`config.mk`:
```
export PLATFORM = sky130hd
export DESIGN_NAME = ort_hash
export DESIGN_NICKNAME = d
export VERILOG_FILES = /design/src/rtl/order_reference_tracker_defines.svh /design/src/rtl/ort_pkg.sv /design/src/rtl/ort_hash.sv
export SDC_FILE = /design/constraint.sdc
export NUM_CORES = 1
export LEC_CHECK = 0
export BUFFER_PORTS_ARGS = -buffer_cell sky130_fd_sc_hd__buf_2
export CORE_MARGIN = 5
export CORE_UTILIZATION = 62
export CTS_BUF_LIST = sky130_fd_sc_hd__clkbuf_4 sky130_fd_sc_hd__clkbuf_8
export CTS_CLUSTER_SIZE = 20
export DETAILED_ROUTE_END_ITERATION = 8
export MAX_ROUTING_LAYER = met4
export PLACE_DENSITY = 0.83
export SLEW_MARGIN = 20
export SYNTH_ARGS = -nofsm -noshare
export SYNTH_HDL_FRONTEND = slang
export SYNTH_SLANG_ARGS = --single-unit
```
`constraint.sdc`:
```
create_clock -name clk_i -period 16 [get_ports clk_i]
set_clock_uncertainty 0.05 [all_clocks]
set_input_delay 2.4 -clock clk_i [delete_from_list [all_inputs] [get_ports clk_i]]
set_output_delay 2.4 -clock clk_i [all_outputs]
set_load 0.02 [all_outputs]
```
`src/rtl/order_reference_tracker_defines.svh`:
```
// ----------------------------------------------------------------------------
// Order reference tracker assertion macros
// Concurrent assertion wrappers, empty when SYNTHESIS is defined.
// ----------------------------------------------------------------------------
`ifndef ORDER_REFERENCE_TRACKER_DEFINES_SVH
`define ORDER_REFERENCE_TRACKER_DEFINES_SVH

`ifndef SYNTHESIS
// checked on every clock edge outside reset
`define ORT_ASSERT(lbl, prop, msg) \
  lbl: assert property (@(posedge clk_i) disable iff (!rst_ni) prop) else $error(msg);
// checked on every clock edge, reset included
`define ORT_ASSERT_ALWAYS(lbl, prop, msg) \
  lbl: assert property (@(posedge clk_i) prop) else $error(msg);
`else
`define ORT_ASSERT(lbl, prop, msg)
`define ORT_ASSERT_ALWAYS(lbl, prop, msg)
`endif

`endif

```
`src/rtl/ort_pkg.sv`:
```
// ----------------------------------------------------------------------------
// Order reference tracker package
// Table geometry, message and result codes, and shared types.
// ----------------------------------------------------------------------------
package ort_pkg;

  // table geometry; depth is a power of two so the probe window wraps by masking
  localparam int unsigned TABLE_DEPTH = 4096;
  localparam int unsigned MAX_PROBES  = 8;
  localparam int unsigned IDX_W       = $clog2(TABLE_DEPTH);
  localparam int unsigned PRB_W       = (MAX_PROBES > 1) ? $clog2(MAX_PROBES) : 1;

  // golden-ratio multiplier of the reference hash, in 32-bit halves
  localparam logic [31:0] HASH_MULT_LO = 32'h7F4A7C15;
  localparam logic [31:0] HASH_MULT_HI = 32'h9E3779B9;

  typedef enum logic [1:0] {
    OP_ADD     = 2'd0,
    OP_REDUCE  = 2'd1,
    OP_DELETE  = 2'd2,
    OP_REPLACE = 2'd3
  } opcode_e;

  typedef enum logic [1:0] {
    KIND_NONE   = 2'd0,
    KIND_ADD    = 2'd1,
    KIND_REMOVE = 2'd2
  } kind_e;

  typedef enum logic [1:0] {
    ST_EMPTY = 2'd0,
    ST_USED  = 2'd1,
    ST_TOMB  = 2'd2
  } slot_status_e;

  // one stored order
  typedef struct packed {
    logic [63:0] key;
    logic [31:0] price;
    logic [31:0] shares;
    logic [15:0] instrument;
    logic        side;
  } entry_t;

  // table access for one cycle
  typedef struct packed {
    logic [IDX_W-1:0] rd_addr;
    logic [IDX_W-1:0] wr_addr;
    logic             st_we;
    slot_status_e     st_wdata;
    logic             ent_we;
    entry_t           ent_wdata;
  } tbl_req_t;

  // one book command
  typedef struct packed {
    kind_e       kind;
    logic [15:0] book_index;
    logic [31:0] price;
    logic [31:0] shares;
    logic        side;
    logic        overflow;
    logic        last;
  } result_t;

endpackage

```
`src/rtl/ort_hash.sv`:
```
// ----------------------------------------------------------------------------
// Order reference hash unit
// Home slot of a 64-bit key from one shared 32x32 multiplier over three steps.
// ----------------------------------------------------------------------------
module ort_hash (
  input  logic                    clk_i,
  input  logic                    rst_ni,
  input  logic                    start_i,
  input  logic [63:0]             key_i,
  output logic                    done_o,
  output logic [ort_pkg::IDX_W-1:0] home_o
);

  logic [2:0]  step_q;
  logic [63:0] key_q;
  logic [63:0] prod_q;
  logic [63:0] acc_q;
  logic [31:0] op_a;
  logic [31:0] op_b;

  // operand select: lo*lo, lo*hi, hi*lo (only the low 64 product bits matter)
  always_comb begin
    case (step_q)
      3'd1: begin
        op_a = key_q[31:0];
        op_b = ort_pkg::HASH_MULT_LO;
      end
      3'd2: begin
        op_a = key_q[31:0];
        op_b = ort_pkg::HASH_MULT_HI;
      end
      3'd3: begin
        op_a = key_q[63:32];
        op_b = ort_pkg::HASH_MULT_LO;
      end
      default: begin
        op_a = key_q[31:0];
        op_b = ort_pkg::HASH_MULT_LO;
      end
    endcase
  end

  // step counter
  always_ff @(posedge clk_i or negedge rst_ni) begin
    if (!rst_ni) begin
      step_q <= 3'd0;
    end else if (start_i) begin
      step_q <= 3'd1;
    end else if (step_q == 3'd5) begin
      step_q <= 3'd0;
    end else if (step_q != 3'd0) begin
      step_q <= step_q + 3'd1;
    end
  end

  // multiplier and accumulator
  always_ff @(posedge clk_i) begin
    if (start_i) begin
      key_q <= key_i;
    end
    prod_q <= 64'(op_a) * 64'(op_b);
    case (step_q)
      3'd2:         acc_q <= prod_q;
      3'd3, 3'd4:   acc_q <= acc_q + {prod_q[31:0], 32'h0};
      default:      acc_q <= acc_q;
    endcase
  end

  assign done_o = (step_q == 3'd5);
  // (h ^ (h >> 29)) mod depth
  assign home_o = acc_q[ort_pkg::IDX_W-1:0] ^ acc_q[ort_pkg::IDX_W+28:29];

endmodule

```
==> results of run 1 <==
## layer usage
metal	global-route usage [%]	up-vias	share of wire, %
met2	54.3	619	48
met1	39.6	7215	38
met3	6.46	193	6.6
met4	18.6	0	7.2
li1	-	6336	-
met5	-	-	0
## metrics by stage
stage               cell area, sq um  setup slack (ns)
floorplan                      21400              7.63
global placement               22300              6.46
detailed placement             22300              6.26
CTS                            22700              6.19
global route                   22700              5.76
finish                         22700              6.23
## tightest hold or removal path: stages, from the launching register on
cell and delay [ns]:
dfxtp_1 0.31, nand2_1 0.04, o21ai_0 0.06
## state kept, by name (all words and copies together) (netlist names)
register / count
key_q: 64
prod_q: 24
acc_q: 24
step_q: 3
## path summary, 6_finish.rpt
check | endpoint | depth (start not counted) | start
setup / recovery | prod_q[40] | 26 | step_q[0]
max in group asynchronous | step_q[2] | 1 | rst_ni
hold / removal | acc_q[33] | 2 | prod_q[33]
hold reg to reg | acc_q[33] | 2 | prod_q[33]
min in group asynchronous | step_q[0] | 1 | rst_ni
setup reg to reg | prod_q[40] | 26 | step_q[0]
## area by class of cell
cell class,instances,area [sq um]
Multi-Input combinational cell,1300,15700
Fill cell,2627,11000
Sequential cell,115,3200
Inverter,626,2350
Tap cell,448,561
Timing Repair Buffer,91,485
Clock buffer,21,277
Clock inverter,11,128
## Yosys cell counts (all sizes together), types with 2 or more instances
master | number | area share (%)
a211oi | 2 | 0.071
a21boi | 3 | 0.11
a21o | 18 | 0.64
a21oi | 46 | 1.1
a221oi | 2 | 0.082
and2 | 22 | 0.65
buf | 9 | 0.25
clkbuf | 31 | 0.55
clkinv | 4 | 0.071
conb | 2 | 0.035
dfrtp | 3 | 0.35
dfxtp | 24 | 2.3
edfxtp | 88 | 12
fa | 426 | 40
ha | 293 | 17
inv | 622 | 11
mux2 | 13 | 0.71
mux2i | 21 | 1.0
nand2 | 95 | 1.7
nand2b | 9 | 0.26
nand3 | 5 | 0.12
nand4 | 4 | 0.12
nor2 | 99 | 1.7
nor2b | 3 | 0.088
nor3 | 12 | 0.28
nor4b | 2 | 0.082
o211ai | 3 | 0.11
o21a | 6 | 0.21
o21ai | 55 | 1.3
o21bai | 5 | 0.18
o311ai | 2 | 0.082
o31ai | 2 | 0.071
o41ai | 2 | 0.082
or2 | 4 | 0.12
or3 | 3 | 0.088
xnor2 | 82 | 3.4
xor2 | 20 | 0.82
## kinds of logic after synthesis
family,after synthesis
XOR/XNOR,103
other,2
AND/OR/NAND/NOR,259
multiplexers,34
AO/OA/AOI/OAI,155
adder cells (fa/ha/maj),719
buffers and inverters,666
flip-flops,115
==> flow_summary_export.csv, run 1 <==
group,metric,value,unit
floorplanning,io_pins,80,
worst_setup_path,cp_slowest_cell,"mux2i_1",
floorplanning,die_h,195,um
clock_tree,cts_tree,"done",
route,first_pass_iters,5,
clock_tree,htreeDepth,4,
placed_design,dpl.hpwl,51400,um
synthesis,synth_compound_area_share,4.38,%
worst_setup_path,cp_max_fo,22,
worst_setup_path,crit_type,"register to register",
layout,drive_gt1_share,7.12,%
clock_tree,clk_pin_slew,0.08,ns
synthesis,synthMuxAreaShare,1.75,%
synthesis,syn_inst,2053,
synthesis,synthXorXnorAreaFrac,4.34,%
placed_design,io_buffers,79,
worst_setup_path,critPathLaunchType,"register",
route,drt_iter0_drc,1050,
worst_setup_path,regToRegSetupSlack,6.23,ns
synthesis,ys_seq_area_share,15.0,%
placed_design,dpl.cell_count,2580,
layout,fin_cells,2612,
global_route,grt_max_degree,60,
clock_tree,ctsHoldBuffers,0,
status,outcome,"finished, final reports clean",
synthesis,synthSimpleGateAreaFrac,5.28,%
synthesis,ys_warn_count,0,
clock_tree,cts-resized-gates,0,
layout,final_cell_mix,"inv_1, fa_1, ha_1",
floorplanning,start_util,63.1,%
clock_tree,cts_buffers,17,
floorplanning,die_area,38100,sq um
sta,post-route-period-util,61.1,%
route,wire_per_inst,22.4,um
synthesis,synth.ff_latch_count,115,
route,drt-vias-per-instance,5.50,
worst_setup_path,max_stage_delay,0.79,ns
floorplanning,die_x,195,um
layout,utilization,67.3,%
layout,layout_commonest_cell,"inv_1",
flow_run,drv_cap,0,
global_route,track_usage,33.5,%
layout,diodes,0,
sta,setup_viol,0,
sta,slew-limit-headroom,32.2,%
worst_setup_path,crit_family,"adder cells",
global_route,grt_overflow_total,0,
layout,syn2layout_area_growth,6.63,%
sta,rsz0062_at_grt,"no",
synthesis,synth_adder_area_share,57.3,%
clock_tree,cts-root-buf,"clkbuf_8",
synthesis,synthArstFlopShare,2.61,%
sta,tightest_slew,0.988,ns
route,routed-via-count,14400,
global_route,grt_pass1_wl,92500,um
placed_design,gp_congestion,1.04,
synthesis,synth_top_flop_cell,"edfxtp_1",
floorplanning,rows,67,
synthesis,synth_top_family_by_area,"adder cells",
sta,fin_tns_setup,0,ns
sta,final_max_slew_viol_count,0,
clock_tree,postCtsSetupBuffers,0,
global_route,antenna_found_initial,1,
synthesis,netlist_area,21300,sq um
worst_setup_path,critPathCaptureType,"register",
sta,holdWs,0.469,ns
floorplanning,core,33700,sq um
sta,hold_viol_final,0,
clock_tree,clk_path_buf_depth,2,
hold_path,hp-class,"register to register",
layout,nNetsFinal,2937,
synthesis,synth_edf_count,88,
sta,finalCriticalPeriod,9.77,ns
clock_tree,cts_sinks,115,
synthesis,ys_types,55,
sta,fmax,102,MHz
global_route,grt_pass1_vias,16400,
worst_setup_path,worstPathRequired,16.30,ns
worst_setup_path,arrival,10.07,ns
clock_tree,insertion_delay,0.49,ns
route,drt.antenna.violating_nets,0,
synthesis,avgSynthCellArea,10.4,sq um
route,post-route-drc-count,0,
worst_setup_path,path_buf_inv,5,
route,routed_wl,58500,um
worst_setup_path,cp_common_cell,"fa_1",
Power of run 1 is not shown: default switching activity piles up to over one toggle a cycle in this logic, so the estimate is an artifact.
==> run 2: changes to the inputs <==
--- a/config.mk
+++ b/config.mk
@@ -5,14 +5,15 @@
 export SDC_FILE = /design/constraint.sdc
 export NUM_CORES = 1
 export LEC_CHECK = 0
+export ABC_AREA = 1
 export BUFFER_PORTS_ARGS = -buffer_cell sky130_fd_sc_hd__buf_2
 export CORE_MARGIN = 5
-export CORE_UTILIZATION = 62
+export CORE_UTILIZATION = 60
 export CTS_BUF_LIST = sky130_fd_sc_hd__clkbuf_4 sky130_fd_sc_hd__clkbuf_8
 export CTS_CLUSTER_SIZE = 20
 export DETAILED_ROUTE_END_ITERATION = 8
 export MAX_ROUTING_LAYER = met4
-export PLACE_DENSITY = 0.83
+export PLACE_DENSITY = 0.84
 export SLEW_MARGIN = 20
 export SYNTH_ARGS = -nofsm -noshare
 export SYNTH_HDL_FRONTEND = slang
==> constraint.sdc (replaced) <==
create_clock -name clk_i -period 8.76 [get_ports clk_i]
set_clock_uncertainty 0.05 [all_clocks]
set_input_delay 1.314 -clock clk_i [delete_from_list [all_inputs] [get_ports clk_i]]
set_output_delay 1.314 -clock clk_i [all_outputs]
set_load 0.02 [all_outputs]
==> run 2 against run 1 <==
Net effect:
- wire length increased by 10%
- cell count increased by 19%
- worst setup slack got worse by 5.7 ns
- flip-flop and latch count unchanged
- synthesized area increased by 6.0%
- count of clock-buffer cells in the layout decreased by 3
- fmax increased by 18%
- via count increased by 16%
- critical endpoint is now prod_q[37]
==> flow_summary_export.csv, run 2 <==
group,metric,value,unit
status,outcome,"finished, final reports clean",
sta,post-route-period-util,94.5,%
synthesis,synth_edf_count,88,
global_route,antenna_found_initial,2,
placed_design,placed_area,23700,sq um
synthesis,synthSimpleGateAreaFrac,10.6,%
clock_tree,cts-resized-gates,0,
synthesis,ys_seq_area_share,14.2,%
clock_tree,cts_sinks,115,
worst_setup_path,regToRegSetupSlack,0.49,ns
hold_path,worstHoldStart,"prod_q[32]",
route,drt.antenna.violating_nets,0,
clock_tree,cts_tree,"done",
sta,worst_slack,0.486,ns
worst_setup_path,critPathLaunch,"step_q[1]",
worst_setup_path,regToRegStartpoint,"step_q[1]",
worst_setup_path,arrival,8.66,ns
worst_setup_path,path_buf_inv,10,
placed_design,io_buffers,79,
placed_design,dpl.hpwl,57200,um
layout,regMostFlops,"key_q",
synthesis,ys_types,48,
hold_path,min_to,"acc_q[32]",
worst_setup_path,critPathLaunchType,"register",
route,first_pass_iters,5,
floorplanning,start_util,60.3,%
synthesis,synthMuxAreaShare,0,%
floorplanning,rows,71,
clock_tree,ctsHoldBuffers,0,
synthesis,synth.ff_latch_count,115,
worst_setup_path,crit_family,"adder cells",
route,drt_iter0_drc,1079,
layout,reg.largest.list,"key_q: 64 flops, acc_q: 24 flops, prod_q: 24 flops",
clock_tree,insertion_delay,0.51,ns
clock_tree,htreeDepth,4,
synthesis,ys_warn_count,0,
synthesis,synth.most_common_cell,"inv_1",
floorplanning,core,37400,sq um
layout,layout_commonest_cell,"inv_1",
worst_setup_path,cp_max_fo,34,
synthesis,synthXorXnorAreaFrac,2.45,%
synthesis,netlist_area,22500,sq um
layout,final_cell_mix,"inv_1, fa_1, nand2_1",
synthesis,synth_common_cells,"inv_1, fa_1, nand2_1",
flow_run,drv_cap,0,
worst_setup_path,critPathCaptureType,"register",
route,drt-vias-per-instance,5.33,
synthesis,synth_adder_area_share,54.1,%
global_route,track_usage,33.9,%
sta,fmax,121,MHz
sta,tightest_slew,0.986,ns
synthesis,avgSynthCellArea,9.12,sq um
clock_tree,cts-root-buf,"clkbuf_8",
layout,syn2layout_area_growth,7.15,%
synthesis,synth_top_flop_cell,"edfxtp_1",
sta,fin_tns_setup,0,ns
sta,setup_viol,0,
global_route,grt_pass1_vias,18400,
worst_setup_path,worstPathRequired,9.15,ns
layout,drive_gt1_share,7.64,%
synthesis,synth_top_area_share,37.8,%
clock_tree,clk_path_buf_depth,2,
worst_setup_path,rr_endpoint,"prod_q[37]",
worst_setup_path,cp_common_cell,"inv_1",
floorplanning,die_h,204,um
sta,hold_viol_final,0,
clock_tree,cts_buffers,17,
worst_setup_path,rr_worst_depth,32,
clock_tree,clk_pin_slew,0.11,ns
clock_tree,postCtsSetupBuffers,0,
layout,nNetsFinal,3378,
layout,stdcell_area,24100,sq um
sta,slew-limit-headroom,33.6,%
hold_path,hold_depth,2,
floorplanning,die_x,204,um
global_route,grt_overflow_total,0,
floorplanning,io_pins,80,
layout,largest_reg_flops,64,
placed_design,pre_cts_ws,0.576,ns
global_route,grt_pass1_wl,102000,um
synthesis,synth_top_family_by_area,"adder cells",
worst_setup_path,max_stage_delay,0.60,ns
global_route,grt_max_degree,69,
sta,final_max_slew_viol_count,0,
placed_design,gp_congestion,1.03,
synthesis,post-synth-top-area-cell,"fa_1",
synthesis,synth_compound_area_share,4.57,%
route,routed_wl,64600,um
synthesis,synth_area_leaders,"fa_1, ha_1, inv_1",
sta,finalCriticalPeriod,8.27,ns
synthesis,syn_inst,2472,
floorplanning,die_area,41500,sq um
route,wire_per_inst,20.7,um
worst_setup_path,crit_type,"register to register",
hold_path,hp-class,"register to register",
worst_setup_path,cp_slowest_cell,"fa_1",
route,post-route-drc-count,0,
sta,rsz0062_at_grt,"no",
route,routed-via-count,16600,
synthesis,synthArstFlopShare,2.61,%
run 2: changes by cell type after synthesis, moves of 12 or more:
cell	before	now
nor2_1	99	155
mux2_2	12	0
inv_1	619	764
and2_1	22	0
nand3_1	5	44
xnor2_1	81	11
nand2_2	0	13
xor2_1	20	52
mux2i_1	18	0
nand2_1	95	330
run 2: worst max-delay path by stage:
stage,to,slack [ns],depth (start not counted)
6_report,prod_q[37],0.49,32
3_3_place_gp,prod_q[37],0.68,32
5_1_grt,prod_q[39],0.03,34
2_1_floorplan,prod_q[39],1.28,29
4_1_cts,prod_q[37],0.57,32
3_5_place_dp,prod_q[37],0.58,32
run 2: tightest hold or removal path, cell delays in order (launching register included):
cell	delay [ns]
dfxtp_1	0.31
nand2_1	0.05
nand2_1	0.05
run 2: stage by stage:
| stage | utilization [%] | std cells | hold slack [ns] |
|---|---|---|---|
| 5_1_grt | 64.6 | 3118 | 0.490 |
| 3_3_place_gp | 63.4 | 3084 | 0.429 |
| 2_1_floorplan | - | 2500 | 0.421 |
| 4_1_cts | 64.5 | 3116 | 0.459 |
| 3_5_place_dp | 63.4 | 3084 | 0.440 |
| 6_report | 64.6 | 3120 | 0.460 |
run 2: cells by family after synthesis:
| logic type | Yosys count |
|---|---|
| AOI/OAI and AO/OA | 174 |
| and+or+nand+nor | 583 |
| adders and majority gates | 719 |
| other | 2 |
| DFF | 115 |
| xor gates and xnor gates | 63 |
| buffers and inverters | 816 |
run 2: cell type report:
type                    instances  area (sq um)
fillers                      3124         13300
multi-input cells            1569         16300
clock buffers                  18           241
well taps                     511           639
flip-flops and latches        115          3200
inverters                     772          2900
repair buffers                117           693
diodes                          4          10.0
clock inverters                14           178
run 2: routing by layer:
metal / vias to the layer above / GRT usage [%] / share of wire (%)
met3: 189 / 5.74 / 6.6
met5: - / - / 0
met4: 0 / 18.6 / 6.9
met2: 693 / 55.2 / 48
li1: 7524 / - / -
met1: 8229 / 40.6 / 39
Power of run 2 is left out for the same reason.
